## src/rtl/hbc_ram.sv

```systemverilog
// Generic single-write, single-read RAM with registered read data.
module hbc_ram #(
  parameter int Width = 8,
  parameter int Depth = 32
) (
  input  logic                     clk_i,
  input  logic                     we_i,
  input  logic [$clog2(Depth)-1:0] waddr_i,
  input  logic [Width-1:0]         wdata_i,
  input  logic [$clog2(Depth)-1:0] raddr_i,
  output logic [Width-1:0]         rdata_o
);

  logic [Width-1:0] mem [Depth];

  always_ff @(posedge clk_i) begin
    if (we_i) begin
      mem[waddr_i] <= wdata_i;
    end
    rdata_o <= mem[raddr_i];
  end

endmodule

```

## config.mk

```make
export PLATFORM = sky130hd
export DESIGN_NAME = hbc_ram
export DESIGN_NICKNAME = d
export VERILOG_FILES = /design/src/rtl/hbc_ram.sv
export SDC_FILE = /design/constraint.sdc
export NUM_CORES = 1
export LEC_CHECK = 0
export ABC_CLOCK_PERIOD_IN_PS = 3000
export BUFFER_PORTS_ARGS = -buffer_cell sky130_fd_sc_hd__buf_4
export CAP_MARGIN = 10
export CORE_ASPECT_RATIO = 0.8
export CORE_MARGIN = 3
export CORE_UTILIZATION = 35
export CTS_BUF_LIST = sky130_fd_sc_hd__clkbuf_4
export CTS_CLUSTER_DIAMETER = 150
export CTS_CLUSTER_SIZE = 10
export DETAILED_ROUTE_END_ITERATION = 10
export SLEW_MARGIN = 0
export SYNTH_ARGS = -nofsm -noshare
export SYNTH_HDL_FRONTEND = slang
export SYNTH_SLANG_ARGS = --single-unit
export TNS_END_PERCENT = 1
```

## constraint.sdc

```tcl
create_clock -name clk_i -period 3 [get_ports clk_i]
set_input_delay 0.6 -clock clk_i [delete_from_list [all_inputs] [get_ports clk_i]]
set_output_delay 0.6 -clock clk_i [all_outputs]
set_load 0.02 [all_outputs]
```

Word-level counts from Yosys, hierarchy flattened
Memory sizes are Yosys's and may differ from the RTL's. A register that Yosys moved wholly into a read port is not among the register bits.
Cells that the tools add are included.
{ "op_classes": {"mux": 2} }
{ "ops": {"columns": ["cell", "count"], "rows": [
  ["2-to-1 mux 1 bit", 2]
]} }
{ "word_totals": {"ff_bits": 0, "mem_bits_rw": 256, "in_bits": 20, "out_inout_bits": 8, "elab_cells": 3, "memories": 1} }
{ "mem_list": {"columns": ["memory", "depth", "width", "read_ports", "rd_ports_with_merged_regs", "write_ports", "line", "text"], "rows": [
  ["mem", 32, 8, 1, 1, 1, "14", "logic [Width-1:0] mem [Depth];"]
]} }

Depth between registers and ports, before layout
Gate-level depths: netlist of run 1.
{ "depth": {"depth_word": 2, "depth_mapped": 5} }

Worst setup path after synthesis of run 1
OpenSTA, ideal clock, no wires.
{ "synth_timing": {"path_type": "input to register", "start": "in raddr_i[2]", "end": "reg rdata_o[0], read port of mem", "setup_ns": 0.121, "arrival_ns": 2.282, "required_time_ns": 2.879, "setup_slack_ns": 0.598, "stages": 5, "path_cell_list": "clkbuf_1 clkbuf_1 mux4_2 mux4_2 mux2_2"} }
{ "synth_lines": {"columns": ["element", "line", "text"], "rows": [
  ["from (decl)", "10", "input logic [$clog2(Depth)-1:0] raddr_i,"],
  ["to (decl)", "11", "output logic [Width-1:0] rdata_o"]
]} }

==> summary.txt, run 1 <==
GRT
  • Number of antenna violations at the first check in global routing: 1
  • Gr ovfl total: 0
  • GRT Total Usage: 14.7%
  • Largest net degree at the start of global routing: 33
  • Wire length of the first global-routing pass: 32600 um
  • Via count of the first global-routing pass: 4565

STA
  • Setup repair after global routing missed its margin: no
  • Actual slew at the worst max-slew pin: 974 ps
  • Relative slew slack: 34.8%
  • Max-slew violation count: 0
  • Worst clock skew: 60.7 ps
  • Maximum operating frequency: 486 MHz
  • Final Hold Vio Count: 0
  • Period Utilization, post-route: 68.7%
  • # setup viols final: 0
  • Shortest clock period the worst path allows after layout: 2060 ps
  • Final TNS setup: 0 ps
  • Final hold slack: 311 ps
  • Min setup slack post-route: 940 ps

Final layout
  • Most frequent cells in the layout: 256 x sky130_fd_sc_hd__edfxtp_1, 80 x sky130_fd_sc_hd__mux4_2, 60 x sky130_fd_sc_hd__buf_4
  • Area added between synthesis and finish: 12.9%
  • Area taken by flip-flops and latches: 7850 um^2
  • Share of cells above drive strength 1: 40.7%
  • Filler cell count in the final layout: 2395
  • Post-layout nets: 513
  • Most common library cell in the layout ignoring fill and taps: sky130_fd_sc_hd__edfxtp_1
  • Number of diodes added for antenna fixing: 0
  • Area occupied by multi-input gates: 2100 um^2
  • Post-route design area: 11300 um^2

Pwr
  • Share of power burned in registers: 63.5%
  • Cell internal power dissipation: 0.00509 W
  • Switching part of the total: 21.7%
  • Combinational cell fraction of total power: 6.8%
  • Net switching power: 0.00141 W
  • Power per standard cell area: 573 nW/um^2
  • Leakage dissipation: 3.56 nW
  • Clk network pwr share: 29.8%
  • Worst VDD drop: 0.000262 V

Floorplan
  • Die Ht: 158 um
  • Floorplan row count: 54
  • Starting utilization of the core area: 36.2%
  • Ports: 28
  • Core outline area: 27800 um^2
  • Area of the die: 30800 um^2
  • Width of the die: 195 um

Routing
  • Final routed wirelength across all metal layers: 22600 um
  • Number of detailed-route iterations in the first pass: 4
  • Top routing layer in use: met4
  • Routed met2 length: 9750 um
  • Detailed-route wire length per cell: 25.6 um
  • Per-cell via count in the routed design: 5.35
  • DRC: 0
  • Vias after detailed routing: 4712
  • Number of violations reported at the end of detailed-routing iteration 0: 531
  • Post-DRT Antenna Nets: 0
  • Detailed route wirelength on metal3: 2070 um
  • Met1 wire length: 10400 um

Place
  • Port-buffer cells: 27
  • Place WS: 236 ps
  • Placed cell areas: 10900 um^2
  • Final RePlAce weighted congestion: 0.780
  • Half-perimeter wire length of the detailed placement result: 14600 um

Setup path
  • Launching element type of the critical path: primary input
  • Cells along the critical path: buf_4 -> buf_4 -> mux4_2 -> mux4_2 -> mux2_2
  • Combined buffer and inverter count along the critical path: 2
  • Critical setup path kind: in2reg
  • Worst path top cell family by delay: multiplexers
  • CP arrival: 2620 ps
  • Critical-path maximum fanout: 13
  • Data required time at the worst endpoint: 3560 ps
  • Largest stage delay, worst path: 570 ps
  • Worst setup EP type: flop
  • Max stage delay cell, worst path: sky130_fd_sc_hd__mux4_2

Synthesis
  • Average instance area after synthesis: 24.1 um^2
  • Flops & latches, synth: 264
  • Post-synthesis net count: 437
  • Cell count after synthesis: 417
  • Fraction of the yosys area taken by sequential cells: 78.1%
  • Summed instance area of the synthesized netlist: 10100 um^2
  • Count of different cell masters after synthesis: 15
  • YS warnings: 0

CTS
  • TritonCTS clock tree: built
  • Clock tree sinks: 264
  • Clk Latency, worst-skew pair: 710 ps
  • Clock-pin transition on the worst setup and hold timing paths: 110 ps
  • Clock root cell: sky130_fd_sc_hd__clkbuf_4
  • Deepest clock path buffer count: 3
  • Post-CTS Resized: 0
  • Number of buffers inserted to repair setup after CTS: 0
  • Maximum level of the CTS H-tree: 1
  • CTS Hold Buffers Added: 0
  • TritonCTS buffer count: 30

Outcome
  • Outcome: completed

Worst hold path
  • Worst min path class: in2reg

Run
  • Count of maximum capacitance violations: 0
power by group through the flow:
stage	Sequential, W	Combinational, W	Clock (W)
6_report	0.00412	0.000440	0.00193
5_1_grt	0.00413	0.000472	0.00213
4_1_cts	0.00412	0.000448	0.00198
3_5_place_dp	0.00421	0.000447	0
3_3_place_gp	0.00421	0.000438	0
2_1_floorplan	0.00421	0.000219	0
cell families after synthesis:
| kind of cell | Yosys count | synth area share [%] |
|---|---|---|
| buffers and inverters | 20 | 1.06 |
| DFF | 264 | 78.1 |
| muxes | 88 | 18.8 |
| and+or+nand+nor | 45 | 2.07 |
cell type report:
class / instances / area share, %
sequential: 264 / 69.2
multi-input combinational: 133 / 18.5
timing repair buffer: 64 / 4.68
tap: 364 / 4.01
clock buffer: 54 / 3.57
clock inverter: 1 / 0.0772
synth_stat cells:
cell type	count	area share, %
sky130_fd_sc_hd__buf_1	6	0.22
sky130_fd_sc_hd__mux2_2	8	0.90
sky130_fd_sc_hd__buf_4	6	0.45
sky130_fd_sc_hd__nor2_1	33	1.2
sky130_fd_sc_hd__mux4_2	80	18
sky130_fd_sc_hd__edfxtp_1	256	76
sky130_fd_sc_hd__nand2_1	1	0.037
sky130_fd_sc_hd__or3b_2	3	0.26
sky130_fd_sc_hd__clkbuf_1	6	0.22
sky130_fd_sc_hd__or3_1	1	0.062
sky130_fd_sc_hd__nand3b_1	5	0.37
sky130_fd_sc_hd__buf_6	1	0.11
sky130_fd_sc_hd__nand3_1	2	0.10
sky130_fd_sc_hd__buf_2	1	0.050
sky130_fd_sc_hd__dfxtp_1	8	1.6
sequential cells by signal (all words and copies together) (netlist names):
register,flops
mem,256
rdata_o,8
through the flow:
stage / power (W) / cells / util [%]
3_3_place_gp: 0.00465 / 825 / 39.4
5_1_grt: 0.00673 / 880 / 40.9
3_5_place_dp: 0.00466 / 825 / 39.4
2_1_floorplan: 0.00443 / 417 / -
4_1_cts: 0.00656 / 880 / 40.9
6_report: 0.00650 / 880 / 40.9
final timing paths:
check,startpoint,to,slack [ps],depth (start not counted)
worst min-delay path,raddr_i[3],rdata_o[0],310,2
worst max-delay path,raddr_i[0],rdata_o[3],940,5
worst min register to register,mem[18][7],rdata_o[7],890,3
worst max register to register,mem[13][3],rdata_o[3],1110,3
worst reg2reg max path, cell delays in order (launching register included):
cell                       delay, ps
sky130_fd_sc_hd__edfxtp_1        370
sky130_fd_sc_hd__mux4_2          540
sky130_fd_sc_hd__mux4_2          550
sky130_fd_sc_hd__mux2_2          280
metal layers:
metal	track usage, %	up-vias
li1	-	1937
met1	23.2	2543
met2	20.9	209
met3	3.60	23
met4	2.61	0
met5	0	-
No activity file was read; power rests on OpenSTA's default activity.
==> run 2, diff against run 1 <==
--- a/config.mk
+++ b/config.mk
@@ -5,7 +5,7 @@
 export SDC_FILE = /design/constraint.sdc
 export NUM_CORES = 1
 export LEC_CHECK = 0
-export ABC_CLOCK_PERIOD_IN_PS = 3000
+export ABC_CLOCK_PERIOD_IN_PS = 2100
 export BUFFER_PORTS_ARGS = -buffer_cell sky130_fd_sc_hd__buf_4
 export CAP_MARGIN = 10
 export CORE_ASPECT_RATIO = 0.8
==> constraint.sdc (replaced) <==
create_clock -name clk_i -period 2.1 [get_ports clk_i]
set_input_delay 0.42 -clock clk_i [delete_from_list [all_inputs] [get_ports clk_i]]
set_output_delay 0.42 -clock clk_i [all_outputs]
set_load 0.02 [all_outputs]
==> run 2 against run 1 <==
Against the previous run:
- sequential cell count unchanged
- routed wire length down 1.0%
- register-to-register slack worse by 860 ps
- cell area up 0.55%
- clock skew down 17 ps
- first-iteration DRC count down 9.2%
- sequential share of layout area down 0.38 points
- largest power group unchanged
- worst hold slack worse by 200 ps
- setup slack worse by 690 ps
- count of clock-buffer cells in the layout unchanged
- critical endpoint is now rdata_o[5]
- via count down 1.5%
==> summary.txt, run 2 (synthesis results as in run 1) <==
Place
  • Placed cell count: 826
  • Half-perimeter wire length of the detailed placement result: 14600 um
  • Final RePlAce weighted congestion: 0.780
  • Port-buffer cells: 27

GRT
  • Via count of the first global-routing pass: 4818
  • GRT Total Usage: 14.8%
  • Largest net degree at the start of global routing: 33
  • Wire length of the first global-routing pass: 33300 um
  • Number of antenna violations at the first check in global routing: 0
  • Gr ovfl total: 0

Setup path
  • Data required time at the worst endpoint: 2660 ps
  • FF-to-FF setup slack: 250 ps
  • Reg-to-Reg End: rdata_o[5]
  • Cells along the critical path: mux4_2 -> mux4_2 -> mux2_2
  • Max stage delay cell, worst path: sky130_fd_sc_hd__mux4_2
  • Critical setup path kind: reg2reg
  • Critical-path maximum fanout: 1
  • Most frequent cell on the critical path: sky130_fd_sc_hd__mux4_2
  • Launching element type of the critical path: flop
  • Depth of the most critical reg-to-reg path: 3
  • Worst setup EP type: flop
  • Startpoint of the worst setup timing path: mem[21][5]
  • CP arrival: 2410 ps
  • Startpoint of the worst register-to-register path: mem[21][5]
  • Largest stage delay, worst path: 510 ps

Worst hold path
  • Endpoint of the worst hold path: rdata_o[4]
  • Hold path start: raddr_i[3]
  • Cell depth of the worst min-delay path: 2
  • Worst min path class: in2reg

Final layout
  • Area added between synthesis and finish: 13.5%
  • Post-layout nets: 514
  • Filler cell count in the final layout: 2403
  • Number of diodes added for antenna fixing: 0
  • Most frequent cells in the layout: 256 x sky130_fd_sc_hd__edfxtp_1, 80 x sky130_fd_sc_hd__mux4_2, 59 x sky130_fd_sc_hd__buf_4
  • Area taken by flip-flops and latches: 7850 um^2
  • Share of cells above drive strength 1: 40.9%
  • Area occupied by multi-input gates: 2100 um^2
  • Final instance count without filler cells: 882
  • Most common library cell in the layout ignoring fill and taps: sky130_fd_sc_hd__edfxtp_1
  • Biggest regs: mem: 256 flops, rdata_o: 8 flops
  • Largest register by flop count: mem
  • Largest register FFs: 256

Routing
  • Final routed wirelength across all metal layers: 22300 um
  • Per-cell via count in the routed design: 5.26
  • Post-DRT Antenna Nets: 0
  • Number of detailed-route iterations in the first pass: 5
  • Number of violations reported at the end of detailed-routing iteration 0: 482
  • Vias after detailed routing: 4639
  • Detailed-route wire length per cell: 25.3 um
  • DRC: 0

CTS
  • Clock tree sinks: 264
  • Maximum level of the CTS H-tree: 1
  • CTS Hold Buffers Added: 0
  • Clock root cell: sky130_fd_sc_hd__clkbuf_4
  • Deepest clock path buffer count: 3
  • TritonCTS clock tree: built
  • Post-CTS Resized: 0
  • Clk Latency, worst-skew pair: 700 ps
  • TritonCTS buffer count: 30
  • Number of buffers inserted to repair setup after CTS: 0
  • Clock-pin transition on the worst setup and hold timing paths: 110 ps

Floorplan
  • Area of the die: 30800 um^2
  • Width of the die: 195 um
  • Ports: 28
  • Floorplan row count: 54
  • Core outline area: 27800 um^2
  • Die Ht: 158 um
  • Starting utilization of the core area: 36.2%

Pwr
  • Power after layout: 0.00939 W
  • Worst VDD drop: 0.000430 V
  • Power per standard cell area: 823 nW/um^2
  • Leakage dissipation: 3.59 nW

STA
  • Shortest clock period the worst path allows after layout: 1850 ps
  • # setup viols final: 0
  • Relative slew slack: 69.0%
  • Setup repair after global routing missed its margin: no
  • Final Hold Vio Count: 0
  • Max-slew violation count: 0
  • Actual slew at the worst max-slew pin: 464 ps
  • Maximum operating frequency: 540 MHz
  • Period Utilization, post-route: 88.3%
  • Worst clock skew: 43.9 ps

Run
  • Count of maximum capacitance violations: 0

Outcome
  • Outcome: completed
## run 2: cell count changes in the layout (fill, tap and decap cells not counted), sizes merged
cell and change:
buf +1, bufinv +1
## run 2: how the worst max path moves through the flow
stage                  to  slack, ps  depth (start not counted)
6_report       rdata_o[5]        250                          3
5_1_grt        rdata_o[3]        200                          3
4_1_cts        rdata_o[1]        250                          3
3_5_place_dp   rdata_o[0]       -240                          5
3_3_place_gp   rdata_o[0]       -230                          5
2_1_floorplan  rdata_o[0]         10                          5
## run 2: critical path: cells and delay by family, from the launching register on
kind | cells | cell delay [ps]
mux | 3 | 1270
flops | 1 | 440
## run 2: per-stage QoR
stage               setup WS (ps)  TNS (ps)  instance area [um^2]  utilization (%)  hold slack (ps)
finish                        247         0                 11400             41.1              111
global route                  201         0                 11400             41.1             84.3
floorplan                    9.63         0                 10100                -              519
CTS                           247         0                 11400             41.1             74.0
global placement             -227     -1570                 11000             39.5              824
detailed placement           -240     -1580                 11000             39.5              824
## run 2: layout make-up
class                   instances  area share (%)
clock buffers                  54            3.55
clock inverters                 2           0.340
multi-input cells             133            18.4
flip-flops and latches        264            68.8
well taps                     364            3.99
repair buffers                 65            4.93
## run 2: report_power, final
| part | internal, W | switching, W | total (W) |
|---|---|---|---|
| sequential | 0.00585 | 0.0000336 | 0.00588 |
| clock | 0.00127 | 0.00162 | 0.00289 |
| combinational | 0.000279 | 0.000347 | 0.000626 |
| total | 0.00740 | 0.00200 | 0.00939 |
## run 2: routing by layer
layer,track usage (%),share of wire [%],vias up
met4,2.54,1.5,0
li1,-,-,1940
met1,22.6,47,2515
met3,4.60,8.6,26
met5,0,0,-
met2,21.2,43,158
